--- config.mk ---
export PLATFORM = sky130hd
export DESIGN_NAME = frequency_incremental_pid_core
export DESIGN_NICKNAME = d
export VERILOG_FILES = /design/src/sv/fipid_pkg.sv /design/src/sv/frequency_incremental_pid_core.sv /design/src/sv/fipid_div.sv /design/src/sv/fipid_mac.sv
export SDC_FILE = /design/constraint.sdc
export NUM_CORES = 1
export LEC_CHECK = 0
export BUFFER_PORTS_ARGS = -buffer_cell sky130_fd_sc_hd__buf_2
export CAP_MARGIN = 20
export CORE_UTILIZATION = 45
export DETAILED_ROUTE_END_ITERATION = 7
export SLEW_MARGIN = 20
export SYNTH_ARGS = -nofsm -noshare
export SYNTH_HDL_FRONTEND = slang
export SYNTH_SLANG_ARGS = --single-unit
--- constraint.sdc ---
create_clock -name i_clk -period 8.55 [get_ports i_clk]
set_input_delay 2.1375 -clock i_clk [delete_from_list [all_inputs] [get_ports i_clk]]
set_output_delay 2.1375 -clock i_clk [all_outputs]
set_load 0.02 [all_outputs]
--- src/sv/fipid_pkg.sv ---
// fipid_pkg: shared widths, constants, register codes and state type
// for the frequency incremental pid core
// no dependencies
package fipid_pkg;

    // field and state widths
    localparam int PERIOD_W  = 16;
    localparam int TGT_W     = 12;
    localparam int GAIN_W    = 16;
    localparam int ERR_W     = 14;
    localparam int COEF_W    = 15;
    localparam int ACC_HI_W  = 20;
    localparam int STEP_W    = ACC_HI_W + COEF_W;
    localparam int SUM_W     = 32;
    localparam int FREQ_W    = 11;
    localparam int DRIVE_W   = 16;
    localparam int OUT_W     = 32;
    localparam int CFG_IDX_W = 2;
    localparam int CFG_DAT_W = 16;

    // frequency saturation limit
    localparam int FREQ_MAX = 2047;

    // drive = sum * 75 / 16, clamped; sums above this value clamp to full scale
    localparam int DRIVE_MUL     = 75;
    localparam int DRIVE_SHIFT   = 4;
    localparam int DRIVE_SUM_MAX = 13981;
    localparam int DRIVE_SUM_W   = 14;
    localparam int DRIVE_PROD_W  = 20;

    // request kind carried in tuser
    typedef enum logic {
        FUNC_CAPTURE = 1'b0,
        FUNC_TICK    = 1'b1
    } t_func;

    // configuration register indexes
    typedef enum logic [CFG_IDX_W-1:0] {
        CFG_TARGET = 2'd0,
        CFG_KP     = 2'd1,
        CFG_KI     = 2'd2,
        CFG_KD     = 2'd3
    } t_cfg_reg;

    // sequencer states of the top level
    typedef enum logic [2:0] {
        S_IDLE,
        S_DIV,
        S_MSTART,
        S_MUL,
        S_DRV
    } t_state;

endpackage

--- src/sv/frequency_incremental_pid_core.sv ---
// Speed loop channel: a capture request (tuser 0) latches its period count
// when it exceeds MIN_PERIOD and gives no result. A tick request (tuser 1)
// measures frequency = TICK_RATE_HZ / period (0 with no latched period, at
// most 2047), runs one incremental pid step on the error to the target
// frequency, adds it to a saturating 32-bit sum and returns drive =
// clamp(sum * 75 / 16, 0, 65535) with the frequency. A tick runs the serial
// divider, then the serial pid multiply-accumulate, then the output
// sequencing; a tick with no latched period skips the divide. The result
// sits in an output register, so the next request is taken while it waits;
// a later tick holds in its last state until that result has been taken.
// depends on fipid_pkg, fipid_div, fipid_mac
module frequency_incremental_pid_core
    import fipid_pkg::*;
#(
    parameter int unsigned TICK_RATE_HZ = 1000000,
    parameter int unsigned MIN_PERIOD   = 600
) (
    input  logic                 i_clk,
    input  logic                 i_rst_n,
    // slave request channel
    input  logic                 i_s_tvalid,
    output logic                 o_s_tready,
    input  logic [PERIOD_W-1:0]  i_s_tdata,   // [15:0] period_count
    input  logic                 i_s_tuser,   // [0] func
    // master result channel
    output logic                 o_m_tvalid,
    input  logic                 i_m_tready,
    output logic [OUT_W-1:0]     o_m_tdata,   // [15:0] drive_value, [26:16] measured_frequency
    // configuration write channel
    input  logic                 i_cfg_valid,
    output logic                 o_cfg_ready,
    input  logic [CFG_IDX_W-1:0] i_cfg_index,
    input  logic [CFG_DAT_W-1:0] i_cfg_data
);

    localparam logic signed [SUM_W-1:0] SUM_MAX = {1'b0, {(SUM_W - 1){1'b1}}};
    localparam logic signed [SUM_W-1:0] SUM_MIN = {1'b1, {(SUM_W - 1){1'b0}}};
    localparam int SUM_X_W = SUM_W + 4;

    t_state                     r_state;
    t_state                     n_state;

    logic [TGT_W-1:0]           r_tgt;
    logic signed [GAIN_W-1:0]   r_kp;
    logic signed [GAIN_W-1:0]   r_ki;
    logic signed [GAIN_W-1:0]   r_kd;
    logic [PERIOD_W-1:0]        r_period;
    logic signed [ERR_W-1:0]    r_e1;
    logic signed [ERR_W-1:0]    r_e2;
    logic signed [ERR_W-1:0]    r_err;
    logic signed [SUM_W-1:0]    r_sum;
    logic [FREQ_W-1:0]          r_freq;
    logic                       r_out_valid;
    logic [DRIVE_W-1:0]         r_out_drive;
    logic [FREQ_W-1:0]          r_out_freq;

    logic                       w_accept;
    logic                       w_div_start;
    logic                       w_mac_start;
    logic                       w_load_out;
    logic                       w_div_done;
    logic [FREQ_W-1:0]          w_div_freq;
    logic                       w_mac_done;
    logic signed [STEP_W-1:0]   w_step;
    logic signed [ERR_W-1:0]    w_err;
    logic signed [SUM_X_W-1:0]  w_sum_x;
    logic signed [SUM_W-1:0]    w_sum_sat;
    logic [DRIVE_PROD_W-1:0]    w_prod;
    logic [DRIVE_W-1:0]         w_drive;

    assign w_accept    = i_s_tvalid && o_s_tready;
    assign o_s_tready  = (r_state == S_IDLE);
    assign o_cfg_ready = 1'b1;

    // period to frequency
    fipid_div #(
        .DIVIDEND (TICK_RATE_HZ)
    ) u_div (
        .i_clk      (i_clk),
        .i_rst_n    (i_rst_n),
        .i_start    (w_div_start),
        .i_divisor  (r_period),
        .o_done     (w_div_done),
        .o_quotient (w_div_freq)
    );

    // pid step
    fipid_mac u_mac (
        .i_clk   (i_clk),
        .i_rst_n (i_rst_n),
        .i_start (w_mac_start),
        .i_kp    (r_kp),
        .i_ki    (r_ki),
        .i_kd    (r_kd),
        .i_err   (r_err),
        .i_err1  (r_e1),
        .i_err2  (r_e2),
        .o_done  (w_mac_done),
        .o_step  (w_step)
    );

    // error against the target
    assign w_err = signed'(ERR_W'(r_tgt)) - signed'(ERR_W'(w_div_freq));

    // saturating accumulate
    assign w_sum_x = SUM_X_W'(r_sum) + SUM_X_W'(w_step);
    always_comb begin
        if (w_sum_x > SUM_X_W'(SUM_MAX)) begin
            w_sum_sat = SUM_MAX;
        end else if (w_sum_x < SUM_X_W'(SUM_MIN)) begin
            w_sum_sat = SUM_MIN;
        end else begin
            w_sum_sat = w_sum_x[SUM_W-1:0];
        end
    end

    // drive scaling and clamp
    assign w_prod = DRIVE_PROD_W'(r_sum[DRIVE_SUM_W-1:0]) * DRIVE_PROD_W'(DRIVE_MUL);
    always_comb begin
        if (r_sum <= 0) begin
            w_drive = '0;
        end else if (r_sum > signed'(SUM_W'(DRIVE_SUM_MAX))) begin
            w_drive = '1;
        end else begin
            w_drive = w_prod[DRIVE_SHIFT +: DRIVE_W];
        end
    end

    // sequencer next state
    always_comb begin
        n_state     = r_state;
        w_div_start = 1'b0;
        w_mac_start = 1'b0;
        w_load_out  = 1'b0;
        case (r_state)
            S_IDLE: begin
                if (w_accept && (t_func'(i_s_tuser) == FUNC_TICK)) begin
                    w_div_start = 1'b1;
                    n_state     = S_DIV;
                end
            end
            S_DIV: begin
                if (w_div_done) begin
                    n_state = S_MSTART;
                end
            end
            S_MSTART: begin
                w_mac_start = 1'b1;
                n_state     = S_MUL;
            end
            S_MUL: begin
                if (w_mac_done) begin
                    n_state = S_DRV;
                end
            end
            S_DRV: begin
                if (!r_out_valid || i_m_tready) begin
                    w_load_out = 1'b1;
                    n_state    = S_IDLE;
                end
            end
            default: begin
                n_state = S_IDLE;
            end
        endcase
    end

    // state register
    always_ff @(posedge i_clk) begin
        if (!i_rst_n) begin
            r_state <= S_IDLE;
        end else begin
            r_state <= n_state;
        end
    end

    // configuration registers
    always_ff @(posedge i_clk) begin
        if (!i_rst_n) begin
            r_tgt <= '0;
            r_kp  <= '0;
            r_ki  <= '0;
            r_kd  <= '0;
        end else if (i_cfg_valid && o_cfg_ready) begin
            case (t_cfg_reg'(i_cfg_index))
                CFG_TARGET: r_tgt <= i_cfg_data[TGT_W-1:0];
                CFG_KP:     r_kp  <= signed'(i_cfg_data);
                CFG_KI:     r_ki  <= signed'(i_cfg_data);
                CFG_KD:     r_kd  <= signed'(i_cfg_data);
                default: begin
                end
            endcase
        end
    end

    // loop state: latched period, error history, output sum
    always_ff @(posedge i_clk) begin
        if (!i_rst_n) begin
            r_period <= '0;
            r_e1     <= '0;
            r_e2     <= '0;
            r_sum    <= '0;
        end else begin
            if (w_accept && (t_func'(i_s_tuser) == FUNC_CAPTURE)
                && (i_s_tdata > PERIOD_W'(MIN_PERIOD))) begin
                r_period <= i_s_tdata;
            end
            if ((r_state == S_MUL) && w_mac_done) begin
                r_sum <= w_sum_sat;
            end
            if (w_load_out) begin
                r_period <= '0;
                r_e2     <= r_e1;
                r_e1     <= r_err;
            end
        end
    end

    // per-tick working values
    always_ff @(posedge i_clk) begin
        if ((r_state == S_DIV) && w_div_done) begin
            r_freq <= w_div_freq;
            r_err  <= w_err;
        end
    end

    // output register
    always_ff @(posedge i_clk) begin
        if (!i_rst_n) begin
            r_out_valid <= 1'b0;
        end else if (w_load_out) begin
            r_out_valid <= 1'b1;
        end else if (i_m_tready) begin
            r_out_valid <= 1'b0;
        end
    end

    always_ff @(posedge i_clk) begin
        if (w_load_out) begin
            r_out_drive <= w_drive;
            r_out_freq  <= r_freq;
        end
    end

    assign o_m_tvalid = r_out_valid;
    assign o_m_tdata  = {(OUT_W - FREQ_W - DRIVE_W)'(0), r_out_freq, r_out_drive};

endmodule

--- src/sv/fipid_div.sv ---
// fipid_div: bit-serial restoring divider, constant dividend over a period,
// one quotient bit per cycle, result saturated to the frequency range
// depends on fipid_pkg
module fipid_div
    import fipid_pkg::*;
#(
    parameter int unsigned DIVIDEND = 1000000
) (
    input  logic                i_clk,
    input  logic                i_rst_n,
    input  logic                i_start,
    input  logic [PERIOD_W-1:0] i_divisor,
    output logic                o_done,
    output logic [FREQ_W-1:0]   o_quotient
);

    localparam int DIV_W = $clog2(DIVIDEND + 1);
    localparam int CNT_W = $clog2(DIV_W + 1);
    localparam int QX_W  = (DIV_W > FREQ_W) ? DIV_W : FREQ_W;

    logic [PERIOD_W-1:0] r_rem;
    logic [PERIOD_W-1:0] r_div;
    logic [DIV_W-1:0]    r_dvd;
    logic [DIV_W-1:0]    r_quo;
    logic [CNT_W-1:0]    r_cnt;
    logic                r_done;

    logic [PERIOD_W:0]   w_trial;
    logic [PERIOD_W:0]   w_diff;
    logic                w_fit;
    logic [QX_W-1:0]     w_quo_x;

    // trial subtract of the next partial remainder
    assign w_trial = {r_rem, r_dvd[DIV_W-1]};
    assign w_diff  = w_trial - {1'b0, r_div};
    assign w_fit   = (w_trial >= {1'b0, r_div});

    // iteration counter and done pulse
    always_ff @(posedge i_clk) begin
        if (!i_rst_n) begin
            r_cnt  <= '0;
            r_done <= 1'b0;
        end else begin
            r_done <= 1'b0;
            if (i_start) begin
                if (i_divisor == '0) begin
                    r_cnt  <= '0;
                    r_done <= 1'b1;
                end else begin
                    r_cnt <= CNT_W'(DIV_W);
                end
            end else if (r_cnt != '0) begin
                r_cnt <= r_cnt - CNT_W'(1);
                if (r_cnt == CNT_W'(1)) begin
                    r_done <= 1'b1;
                end
            end
        end
    end

    // remainder, dividend and quotient shift registers
    always_ff @(posedge i_clk) begin
        if (i_start) begin
            r_rem <= '0;
            r_div <= i_divisor;
            r_dvd <= DIV_W'(DIVIDEND);
            r_quo <= '0;
        end else if (r_cnt != '0) begin
            r_rem <= w_fit ? w_diff[PERIOD_W-1:0] : w_trial[PERIOD_W-1:0];
            r_dvd <= {r_dvd[DIV_W-2:0], 1'b0};
            r_quo <= {r_quo[DIV_W-2:0], w_fit};
        end
    end

    // saturate to the frequency field
    assign w_quo_x    = QX_W'(r_quo);
    assign o_quotient = (w_quo_x > QX_W'(FREQ_MAX)) ? FREQ_W'(FREQ_MAX)
                                                    : w_quo_x[FREQ_W-1:0];
    assign o_done     = r_done;

endmodule

--- src/sv/fipid_mac.sv ---
// fipid_mac: serial multiply-accumulate of the three pid terms, one bit of
// each error coefficient per cycle into a shared right-shifting accumulator
// depends on fipid_pkg
module fipid_mac
    import fipid_pkg::*;
(
    input  logic                     i_clk,
    input  logic                     i_rst_n,
    input  logic                     i_start,
    input  logic signed [GAIN_W-1:0] i_kp,
    input  logic signed [GAIN_W-1:0] i_ki,
    input  logic signed [GAIN_W-1:0] i_kd,
    input  logic signed [ERR_W-1:0]  i_err,
    input  logic signed [ERR_W-1:0]  i_err1,
    input  logic signed [ERR_W-1:0]  i_err2,
    output logic                     o_done,
    output logic signed [STEP_W-1:0] o_step
);

    localparam int CNT_W = $clog2(COEF_W + 1);

    logic [COEF_W-1:0]          r_cp;
    logic [COEF_W-1:0]          r_ci;
    logic [COEF_W-1:0]          r_cd;
    logic signed [ACC_HI_W-1:0] r_hi;
    logic [COEF_W-1:0]          r_lo;
    logic [CNT_W-1:0]           r_cnt;
    logic                       r_done;

    logic signed [COEF_W-1:0]   w_d1;
    logic signed [COEF_W:0]     w_d2;
    logic signed [ACC_HI_W-1:0] w_pk;
    logic signed [ACC_HI_W-1:0] w_ik;
    logic signed [ACC_HI_W-1:0] w_dk;
    logic signed [ACC_HI_W-1:0] w_pp;
    logic signed [ACC_HI_W-1:0] w_sum;
    logic                       w_last;

    // first and second differences of the error
    assign w_d1 = COEF_W'(i_err) - COEF_W'(i_err1);
    assign w_d2 = (COEF_W + 1)'(i_err) - ((COEF_W + 1)'(i_err1) <<< 1)
                + (COEF_W + 1)'(i_err2);

    // partial product of this bit position, sign bit weighs negative
    assign w_pk   = r_cp[0] ? ACC_HI_W'(i_kp) : '0;
    assign w_ik   = r_ci[0] ? ACC_HI_W'(i_ki) : '0;
    assign w_dk   = r_cd[0] ? ACC_HI_W'(i_kd) : '0;
    assign w_pp   = w_pk + w_ik + w_dk;
    assign w_last = (r_cnt == CNT_W'(1));
    assign w_sum  = w_last ? (r_hi - w_pp) : (r_hi + w_pp);

    // bit counter and done pulse
    always_ff @(posedge i_clk) begin
        if (!i_rst_n) begin
            r_cnt  <= '0;
            r_done <= 1'b0;
        end else begin
            r_done <= 1'b0;
            if (i_start) begin
                r_cnt <= CNT_W'(COEF_W);
            end else if (r_cnt != '0) begin
                r_cnt <= r_cnt - CNT_W'(1);
                if (w_last) begin
                    r_done <= 1'b1;
                end
            end
        end
    end

    // coefficient shift registers and accumulator
    always_ff @(posedge i_clk) begin
        if (i_start) begin
            r_cp <= w_d1;
            r_ci <= COEF_W'(i_err);
            r_cd <= w_d2[COEF_W-1:0];
            r_hi <= '0;
            r_lo <= '0;
        end else if (r_cnt != '0) begin
            r_cp <= {1'b0, r_cp[COEF_W-1:1]};
            r_ci <= {1'b0, r_ci[COEF_W-1:1]};
            r_cd <= {1'b0, r_cd[COEF_W-1:1]};
            r_hi <= w_sum >>> 1;
            r_lo <= {w_sum[0], r_lo[COEF_W-1:1]};
        end
    end

    assign o_done = r_done;
    assign o_step = {r_hi, r_lo};

endmodule

==> metrics.yaml, run 1 <==
yosys:
  synth_warnings: 0
  synthCells: 2522
  avgSynthCellArea_um2: 8.58
  synth_cell_type_count: 75
  synth-edff-count: 112
  synth-main-ff-cell: "dfxtp_1"
  syn-cell-area_um2: 21700
  async_reset_ff_frac: 0
  yosysSeqAreaShare: 0.371
  synth-seq-cells: 345
sta:
  layout_min_cycle_time_ns: 5.86
  finClkSkew_ns: 0.0164
  rsz0062_at_grt: "false"
  hold_viol_final: 0
  fin_setup_tns_ns: 0
  setup-violations-final: 0
  relSlewSlack: 0.331
  whs_ns: 0.415
  post-route-period-util: 0.686
  fmax_mhz: 171
  maxSlewViolCount: 0
  worst_slew_pin_slew_ns: 0.996
final_layout:
  fin_area_um2: 23800
  final_common_cell: "nand2_1"
  nets: 2828
  largest_register: "r_sum"
  syn2layout_area_growth_pct: 10.1
  final_cells: 3200
  reg_top3: "r_sum: 32 flops, u_div.r_quo: 20 flops, u_mac.r_hi: 19 flops"
  largest_register_ffs: 32
  drive_above_1_share: 0.0731
  antenna_cells: 0
  layout_common_cells: "455 x nand2_1, 233 x dfxtp_1, 231 x inv_1"
global_routing:
  grt_pass1_wl_um: 81500
  grt_antenna_before_repair: 2
  grt_overflow: 0
  grt_max_degree: 90
  grt_pass1_vias: 16900
  track_usage: 0.199
worst_hold_path:
  hp-class: "flip-flop to flip-flop"
  min_path_cells: 0
  hold_path_end: "r_out_freq[0]"
  min_from: "r_freq[0]"
detailed_routing:
  drt_iter0_drc: 731
  wirelength_um: 48400
  viasPerCell: 5.34
  dr.pass1.iters: 5
  route.antenna.remaining_nets: 0
  num_vias: 17100
  drc: 0
  avgRoutedWirePerCell_um: 15.1
worst_setup_path:
  r2r-end: "u_mac.r_hi[18]"
  worst-setup-path-type: "flip-flop to flip-flop"
  max_stage_delay_ns: 0.62
  critPathBufInv: 0
  path_delay_family: "simple AND/OR/NAND/NOR gates"
  cp.required_ns: 9.04
  crit_path_end_kind: "flip-flop"
  reg2reg_depth: 20
  crit_chain: "and2_1, fa_1, ha_1, fa_1, xnor2_1, nand3b_1, or3_1, nor4_1, nand2_1, o31ai_1, xor2_1, ha_1, and3_1, a22oi_1, o21a_1, a21oi_1, a31oi_1, xor2_1, or3_1, a21oi_1"
  worstSetupStartpointType: "flip-flop"
  r2r_slack_ns: 2.69
  r2r_start: "u_mac.r_cd[0]"
  path_depth: 20
  critPathMaxFanout: 16
  cp.arrival_ns: 6.35
  crit_slowest_cell: "edfxtp_1"
floorplan:
  ios: 75
  start_util: 0.454
  core_um2: 47600
  row_count: 80
  dieArea_um2: 49000
  die_h_um: 221
  dieWidth_um: 221
clock_tree:
  ctsResizeCount: 0
  clk_latency_ns: 0.57
  cts_setup_buffers: 0
  cts_tree: "built"
  cts_inserted_buffers: 40
  cts_buffer_depth: 3
  cts.clk_slew.worst_paths_ns: 0.06
  hold_buffers: 0
  cts-root-buf: "clkbuf_16"
  cts_sinks: 345
  cts_max_level: 2
pwr:
  p_leak_nw: 10.5
  power.internal_w: 0.00448
  switching_power_w: 0.00292
  netSwitchingFraction: 0.395
  pwr-share-comb: 0.446
  p_seq_frac: 0.325
  p_clk_frac: 0.229
  power_density_nw_per_um2: 310
  vdd.ir_drop.worst_uv: 283
placement:
  hpwl_um: 35100
  place_area_um2: 22500
  io_buffers: 68
  gp_congestion: 0.850
  place_inst: 3125
outcome:
  outcome: "finished clean"
job:
  max_cap_viol_count: 0
## cells in the mapped netlist (13+ instances only)
cell type | instances | area share
nand2_1 | 458 | 0.079
nor2b_1 | 34 | 0.0098
dfxtp_1 | 233 | 0.22
nor2_1 | 140 | 0.024
xnor2_1 | 68 | 0.028
mux2i_1 | 34 | 0.016
nor3_1 | 45 | 0.010
a211oi_1 | 24 | 0.0083
or2_2 | 19 | 0.0055
a21oi_1 | 178 | 0.041
a21boi_0 | 92 | 0.032
nor4_1 | 17 | 0.0049
fa_1 | 53 | 0.049
a31oi_1 | 14 | 0.0040
and3_1 | 13 | 0.0038
o31ai_1 | 13 | 0.0045
clkbuf_1 | 82 | 0.014
nand2b_1 | 23 | 0.0066
nand3_1 | 31 | 0.0072
o211ai_1 | 13 | 0.0045
a21o_1 | 29 | 0.010
and2_1 | 15 | 0.0043
edfxtp_1 | 112 | 0.16
ha_1 | 182 | 0.11
inv_1 | 232 | 0.040
o21ai_0 | 154 | 0.036
o21a_1 | 34 | 0.012
xor2_1 | 52 | 0.021
## routing by layer
metal  wire (um)  GRT usage
met1       22800      0.258
met2       22800      0.340
met3        1940     0.0307
met4         864     0.0591
met5          13          0
## worst max path at each step
stage                   from             end  slack, ns
3_3_place_gp   u_mac.r_cd[0]  u_mac.r_hi[18]       2.83
6_report       u_mac.r_cd[0]  u_mac.r_hi[18]       2.69
3_5_place_dp   u_mac.r_cd[0]  u_mac.r_hi[18]       2.67
2_1_floorplan  u_mac.r_ci[0]  u_mac.r_hi[18]       3.38
5_1_grt        u_mac.r_cd[0]  u_mac.r_hi[18]       2.13
4_1_cts        u_mac.r_cd[0]  u_mac.r_hi[18]       2.64
## cell families (layout without fill, tap and decap cells)
group                      Yosys count  after routing  share of synthesized area
AOI/OAI and AO/OA                  615            615                      0.180
muxes                               36             36                     0.0168
xor gates and xnor gates           120            120                     0.0485
DFF                                345            345                      0.371
buffers and inverters              333            392                     0.0597
other                                2              6                   0.000347
and+or+nand+nor                    836            836                      0.170
adders and majority gates          235            235                      0.154
## area by class of cell
| cell class | instances | area, um2 |
|---|---|---|
| well taps | 615 | 769 |
| flip-flops and latches | 345 | 8030 |
| clock inverters | 20 | 185 |
| inverters | 233 | 875 |
| clock buffers | 54 | 1130 |
| fillers | 4553 | 23800 |
| multi-input cells | 1848 | 12400 |
| repair buffers | 85 | 490 |
## power groups by stage
stage / sequential (W) / clock [W] / combinational [W]
global placement: 0.00243 / 0 / 0.00320
CTS: 0.00241 / 0.00175 / 0.00332
finish: 0.00240 / 0.00169 / 0.00330
detailed placement: 0.00244 / 0 / 0.00329
global route: 0.00245 / 0.00180 / 0.00374
floorplan: 0.00234 / 0 / 0.00264
## stage by stage
stage	worst slack, ns	power, W	util
after global routing	2.13	0.00799	0.501
after CTS	2.64	0.00747	0.500
final	2.69	0.00740	0.501
after global placement	2.83	0.00562	0.472
after detailed placement	2.67	0.00572	0.472
after floorplan	3.38	0.00499	-
No activity file was read; power rests on OpenSTA's default activity.
==> run 2: changes to the inputs <==
==> constraint.sdc (replaced) <==
create_clock -name i_clk -period 5.29 [get_ports i_clk]
set_input_delay 1.3225 -clock i_clk [delete_from_list [all_inputs] [get_ports i_clk]]
set_output_delay 1.3225 -clock i_clk [all_outputs]
set_load 0.02 [all_outputs]
==> metrics.yaml, run 2 (same netlist as run 1, synthesis figures left out) <==
outcome:
  outcome: "complete, but fails checks"  # was finished clean
  violations: "setup timing"
worst_setup_path:
  crit_path_end_kind: "flip-flop"  # unchanged
  r2r-end: "u_mac.r_hi[18]"  # unchanged
  crit_slowest_cell: "fa_1"  # was edfxtp_1
  r2r_start: "u_mac.r_cd[0]"  # unchanged
  cp.required_ns: 5.80  # was 9.04 ns
  worstSetupStartpointType: "flip-flop"  # unchanged
  cp.arrival_ns: 5.80  # was 6.35 ns
  critPathMaxFanout: 5  # was 16
  reg2reg_depth: 24  # was 20
  crit_chain: "buf_4, buf_6, nand2_1, fa_1, inv_1, ha_1, a211oi_2, o21bai_1, a21o_1, buf_4, xor2_4, o21ai_0, xor2_1, ha_1, nand2_1, o21ai_1, o32a_1, o311ai_2, o21a_1, a21oi_2, a31oi_2, xor2_1, or3_1, a21oi_2"  # was and2_1, fa_1, ha_1, fa_1, xnor2_1, nand3b_1, or3_1, nor4_1, nand2_1, o31ai_1, xor2_1, ha_1, and3_1, a22oi_1, o21a_1, a21oi_1, a31oi_1, xor2_1, or3_1, a21oi_1
  r2r_slack_ns: -0.0005  # was 2.69 ns
  startpoint: "u_mac.r_cd[0]"  # unchanged
  max_stage_delay_ns: 0.53  # was 0.62 ns
  worst-setup-path-type: "flip-flop to flip-flop"  # unchanged
final_layout:
  largest_register: "r_sum"  # unchanged
  final_cells: 3253  # was 3200
  syn2layout_area_growth_pct: 13.2  # was 10.1%
  layout_common_cells: "452 x nand2_1, 233 x dfxtp_1, 230 x inv_1"  # was 455 x nand2_1, 233 x dfxtp_1, 231 x inv_1
  seqCellArea_um2: 8030  # unchanged
  drive_above_1_share: 0.104  # was 0.0731
  largest_register_ffs: 32  # unchanged
  reg_top3: "r_sum: 32 flops, u_div.r_quo: 20 flops, u_mac.r_hi: 19 flops"  # unchanged
  final_common_cell: "nand2_1"  # unchanged
  multi_input_area_um2: 12700  # was 12400 um2
  nets: 2880  # was 2828
  fillCellCount: 4494  # was 4553
sta:
  hold_viol_final: 0  # unchanged
  finClkSkew_ns: 0.0303  # was 0.0164 ns
  maxSlewViolCount: 0  # unchanged
  setup_ws_ns: -0.000518  # was 2.69 ns
  layout_min_cycle_time_ns: 5.29  # was 5.86 ns
  worst_slew_pin_slew_ns: 1.06  # was 0.996 ns
  rsz0062_at_grt: "true"  # was false
  setup-violations-final: 1  # was 0
  relSlewSlack: 0.290  # was 0.331
  fmax_mhz: 189  # was 171 MHz
  post-route-period-util: 1.00  # was 0.686
worst_hold_path:
  min_path_cells: 0  # unchanged
  hold_path_end: "r_out_freq[0]"  # unchanged
  hp-class: "flip-flop to flip-flop"  # unchanged
  min_from: "r_freq[0]"  # unchanged
global_routing:
  grt_antenna_before_repair: 3  # was 2
  grt_overflow: 0  # unchanged
  grt_pass1_wl_um: 80700  # was 81500 um
  track_usage: 0.197  # was 0.199
  grt_max_degree: 90  # unchanged
  grt_pass1_vias: 16600  # was 16900
floorplan:
  die_h_um: 221  # unchanged
  dieArea_um2: 49000  # unchanged
  row_count: 80  # unchanged
  ios: 75  # unchanged
  dieWidth_um: 221  # unchanged
  core_um2: 47600  # unchanged
  start_util: 0.454  # unchanged
detailed_routing:
  drt_iter0_drc: 821  # was 731
  wirelength_um: 49000  # was 48400 um
  avgRoutedWirePerCell_um: 15.1  # about the same
  drc: 0  # unchanged
  dr.pass1.iters: 5  # unchanged
  num_vias: 17200  # was 17100
  route.antenna.remaining_nets: 0  # unchanged
  viasPerCell: 5.30  # was 5.34
placement:
  io_buffers: 68  # unchanged
  hpwl_um: 35300  # was 35100 um
  gp_congestion: 0.835  # was 0.850
  place_ws_ns: -0.129  # was 2.67 ns
  place_inst: 3160  # was 3125
pwr:
  vdd.ir_drop.worst_uv: 407  # was 283 uV
  p_leak_nw: 10.7  # was 10.5 nW
  p_total_w: 0.0125  # was 0.00740 W
  power_density_nw_per_um2: 511  # was 310 nW/um2
clock_tree:
  cts_buffer_depth: 3  # unchanged
  clk_latency_ns: 0.58  # was 0.57 ns
  cts_tree: "built"  # unchanged
  cts.clk_slew.worst_paths_ns: 0.07  # was 0.06 ns
  cts_max_level: 2  # unchanged
  cts_sinks: 345  # unchanged
  cts-root-buf: "clkbuf_16"  # unchanged
  cts_inserted_buffers: 41  # was 40
job:
  max_cap_viol_count: 0  # unchanged
-- run 2: cell types whose count changed in the layout (fill, tap and decap cells not counted), moves of 4 or more --
cell	previous run	this run
buf_4	17	64
a21oi_2	0	6
clkinv_2	8	4
o21ai_1	5	10
ha_1	182	176
o21ai_0	154	148
clkbuf_1	8	17
a21oi_1	178	171
ha_2	0	4
-- run 2: layout make-up --
type                    instances  area share
multi-input cells            1848       0.516
flip-flops and latches        345       0.328
clock buffers                  64      0.0487
repair buffers                136      0.0368
inverters                     233      0.0357
well taps                     615      0.0314
clock inverters                11     0.00357
diodes                          1    0.000102
-- run 2: worst max path at each step --
stage                endpoint  slack [ns]
2_1_floorplan  u_mac.r_hi[18]        0.12
3_3_place_gp   u_mac.r_hi[18]       -0.04
3_5_place_dp   u_mac.r_hi[18]       -0.13
4_1_cts        u_mac.r_hi[18]       0.006
5_1_grt        u_mac.r_hi[18]       -0.24
6_report       u_mac.r_hi[18]     -0.0005
-- run 2: where the power goes --
part | internal (W) | total [W] | switching [W]
combinational | 0.00256 | 0.00599 | 0.00342
clock | 0.00156 | 0.00270 | 0.00114
sequential | 0.00351 | 0.00383 | 0.000328
total | 0.00763 | 0.0125 | 0.00489
-- run 2: worst max-delay path, delay by kind of cell, from the launching register on --
kind	cells	cell delay (ns)
compound gates	11	2.05
fa+ha+maj	3	1.19
xor+xnor	3	0.60
simple gates	3	0.57
buf+inv	4	0.44
flops	1	0.35
-- run 2: per-layer routing --
metal	vias to the layer above	routed length [um]	track usage	share of wire
met5	-	8	0	0.00016
met4	2	850	0.0555	0.017
met3	57	1570	0.0243	0.032
met2	242	23100	0.341	0.47
met1	8145	23400	0.258	0.48
li1	8791	-	-	-
-- run 2: repair_timing --
item | 4_1_cts | 5_1_grt
setup endpoints to repair | 1 | 6
hold buffers | 0 | 0
gates resized for setup | 2 | 66
gates cloned | 0 | 1
pin swaps | 0 | 45
setup buffers | 0 | 15
-- run 2: metrics by stage --
step	TNS (ns)	hold slack, ns	util	instance area (um2)
global placement	-0.0369	0.404	0.478	22800
CTS	0	0.418	0.505	24000
floorplan	0	0.400	-	21700
finish	-0.000518	0.416	0.514	24500
detailed placement	-0.129	0.405	0.478	22800
global route	-0.237	0.429	0.514	24500
==> run 3: changes to the inputs <==
--- a/config.mk
+++ b/config.mk
@@ -7,6 +7,7 @@
 export LEC_CHECK = 0
 export BUFFER_PORTS_ARGS = -buffer_cell sky130_fd_sc_hd__buf_2
 export CAP_MARGIN = 20
+export CORE_MARGIN = 4
 export CORE_UTILIZATION = 45
 export DETAILED_ROUTE_END_ITERATION = 7
 export SLEW_MARGIN = 20
==> constraint.sdc (replaced) <==
create_clock -name i_clk -period 4.7 [get_ports i_clk]
set_input_delay 1.175 -clock i_clk [delete_from_list [all_inputs] [get_ports i_clk]]
set_output_delay 1.175 -clock i_clk [all_outputs]
set_load 0.02 [all_outputs]
==> metrics.yaml, run 3 (same netlist as run 1, synthesis figures left out) <==
pwr:
  power_density_nw_per_um2: 578  # was 511 nW/um2
  netSwitchingFraction: 0.376  # was 0.390
  p_leak_nw: 11.2  # was 10.7 nW
  pwr-share-comb: 0.479  # was 0.478
  p_total_w: 0.0145  # was 0.0125 W
  switching_power_w: 0.00546  # was 0.00489 W
  p_seq_frac: 0.299  # was 0.306
  p_clk_frac: 0.222  # was 0.216
  vdd.ir_drop.worst_uv: 323  # was 407 uV
  power.internal_w: 0.00908  # was 0.00763 W
floorplan:
  start_util: 0.454  # unchanged
  die_h_um: 227  # was 221 um
  dieArea_um2: 51700  # was 49000 um2
  core_um2: 47600  # unchanged
  dieWidth_um: 227  # was 221 um
  ios: 75  # unchanged
  row_count: 80  # unchanged
global_routing:
  grt_pass1_vias: 17100  # was 16600
  grt_overflow: 0  # unchanged
  grt_pass1_wl_um: 83400  # was 80700 um
  grt_antenna_before_repair: 2  # was 3
  grt_max_degree: 64  # was 90
  track_usage: 0.193  # was 0.197
worst_setup_path:
  critPathMaxFanout: 3  # was 5
  cp.arrival_ns: 5.48  # was 5.80 ns
  crit_path_end_kind: "flip-flop"  # unchanged
  worst-setup-path-type: "flip-flop to flip-flop"  # unchanged
  cp.required_ns: 5.19  # was 5.80 ns
  worstSetupStartpointType: "flip-flop"  # unchanged
clock_tree:
  cts_buffer_depth: 3  # unchanged
  cts_inserted_buffers: 41  # unchanged
  cts.clk_slew.worst_paths_ns: 0.06  # was 0.07 ns
  cts_tree: "built"  # unchanged
  cts_max_level: 2  # unchanged
  cts-root-buf: "clkbuf_16"  # unchanged
  hold_buffers: 0  # unchanged
  cts_sinks: 345  # unchanged
  clk_latency_ns: 0.56  # was 0.58 ns
sta:
  rsz0062_at_grt: "true"  # unchanged
  hold_viol_final: 0  # unchanged
  post-route-period-util: 1.06  # was 1.00
  worst_slew_pin_slew_ns: 0.925  # was 1.06 ns
  layout_min_cycle_time_ns: 4.99  # was 5.29 ns
  setup_ws_ns: -0.290  # was -0.000518 ns
  setup-violations-final: 3  # was 1
  maxSlewViolCount: 0  # unchanged
  fmax_mhz: 200  # was 189 MHz
  relSlewSlack: 0.382  # was 0.290
  finClkSkew_ns: 0.0116  # was 0.0303 ns
  fin_setup_tns_ns: -0.394  # was -0.000518 ns
final_layout:
  final_common_cell: "nand2_1"  # unchanged
  final_util: 0.527  # was 0.514
  layout_common_cells: "452 x nand2_1, 233 x dfxtp_1, 230 x inv_1"  # unchanged
  syn2layout_area_growth_pct: 16.1  # was 13.2%
  fillCellCount: 4436  # was 4494
  reg_top3: "r_sum: 32 flops, u_div.r_quo: 20 flops, u_mac.r_hi: 19 flops"  # unchanged
  drive_above_1_share: 0.133  # was 0.104
  nets: 2948  # was 2880
  largest_register_ffs: 32  # unchanged
  largest_register: "r_sum"  # unchanged
outcome:
  outcome: "complete, but fails checks"  # unchanged
  violations: "setup timing"  # unchanged
detailed_routing:
  wirelength_um: 49500  # was 49000 um
  dr.pass1.iters: 5  # unchanged
  num_vias: 17400  # was 17200
  drt_iter0_drc: 684  # was 821
  avgRoutedWirePerCell_um: 14.9  # was 15.1 um
  viasPerCell: 5.24  # was 5.30
  drc: 0  # unchanged
  route.antenna.remaining_nets: 0  # unchanged
placement:
  gp_congestion: 0.872  # was 0.835
  hpwl_um: 37000  # was 35300 um
  io_buffers: 68  # unchanged
job:
  max_cap_viol_count: 0  # unchanged
worst_hold_path:
  hp-class: "flip-flop to flip-flop"  # unchanged
==> run 3: cell types whose count changed in the layout (fill, tap and decap cells not counted), sizes merged <==
cell and delta:
diode +1, clkbuf -3, clkinvlp -2, clkinv +1, inv +1, buf +69
bufinv +3
==> run 3: power groups by stage <==
| stage | combinational, W | clock [W] | sequential, W |
|---|---|---|---|
| after floorplan | 0.00489 | 0 | 0.00426 |
| after detailed placement | 0.00659 | 0 | 0.00440 |
| after global routing | 0.00789 | 0.00344 | 0.00441 |
| after CTS | 0.00684 | 0.00332 | 0.00435 |
| after global placement | 0.00644 | 0 | 0.00438 |
| final | 0.00697 | 0.00323 | 0.00434 |
==> run 3: what timing repair did <==
action | in CTS | in global routing
buffers inserted | 11 | 3
hold endpoints to repair | 0 | 0
endpoints found under the setup margin | 8 | 9
pin swaps | 31 | 13
resized for setup | 39 | 20
==> run 3: stage by stage <==
stage | area (um2) | setup slack (ns) | hold slack [ns] | std cells
2_1_floorplan | 21800 | -0.194 | 0.400 | 2526
3_3_place_gp | 23400 | -0.373 | 0.406 | 3231
3_5_place_dp | 23400 | -0.477 | 0.405 | 3231
4_1_cts | 25000 | -0.274 | 0.417 | 3318
5_1_grt | 25100 | -0.599 | 0.422 | 3321
6_report | 25100 | -0.290 | 0.413 | 3323
==> run 3: final cells by class <==
class,instances,area (um2),area share
Clock inverter,14,170,0.00677
Timing Repair Buffer,204,1380,0.0549
Clock buffer,62,1210,0.0480
Multi-Input combinational cell,1848,12700,0.505
Antenna cell,2,5.00,0.000199
Inverter,233,875,0.0348
Sequential cell,345,8030,0.319
Tap cell,615,769,0.0306
==> run 3: final timing paths <==
kind	end	cells past startpoint	slack (ns)	from
worst max-delay path	u_mac.r_hi[18]	21	-0.29	u_mac.r_ci[0]
worst min-delay path	r_out_freq[9]	0	0.41	r_freq[9]
worst min register to register	r_out_freq[9]	0	0.41	r_freq[9]
worst max register to register	u_mac.r_hi[18]	21	-0.29	u_mac.r_ci[0]
==> run 3: critical path, stage by stage, from the launching register on <==
cell and delay [ns]:
edfxtp_1 0.40, and2_4 0.16, fa_1 0.48, ha_2 0.21
fa_2 0.38, a211oi_2 0.26, buf_4 0.16, o21ai_4 0.06
a21oi_2 0.20, o21ai_2 0.10, xor2_1 0.16, or4_4 0.55
nor3_2 0.17, nor3_1 0.07, o21a_1 0.19, a211oi_2 0.21
ha_1 0.29, a21o_1 0.17, a31oi_1 0.16, xor2_1 0.10
or3_1 0.31, a21oi_1 0.13
==> run 3: layer usage <==
layer | share of wire | track usage | up-vias | wire length (um)
met5 | 0 | 0 | - | 0
met4 | 0.022 | 0.0523 | 0 | 1110
met3 | 0.032 | 0.0270 | 78 | 1580
met2 | 0.48 | 0.337 | 238 | 23800
met1 | 0.47 | 0.252 | 8175 | 23100
li1 | - | - | 8923 | -
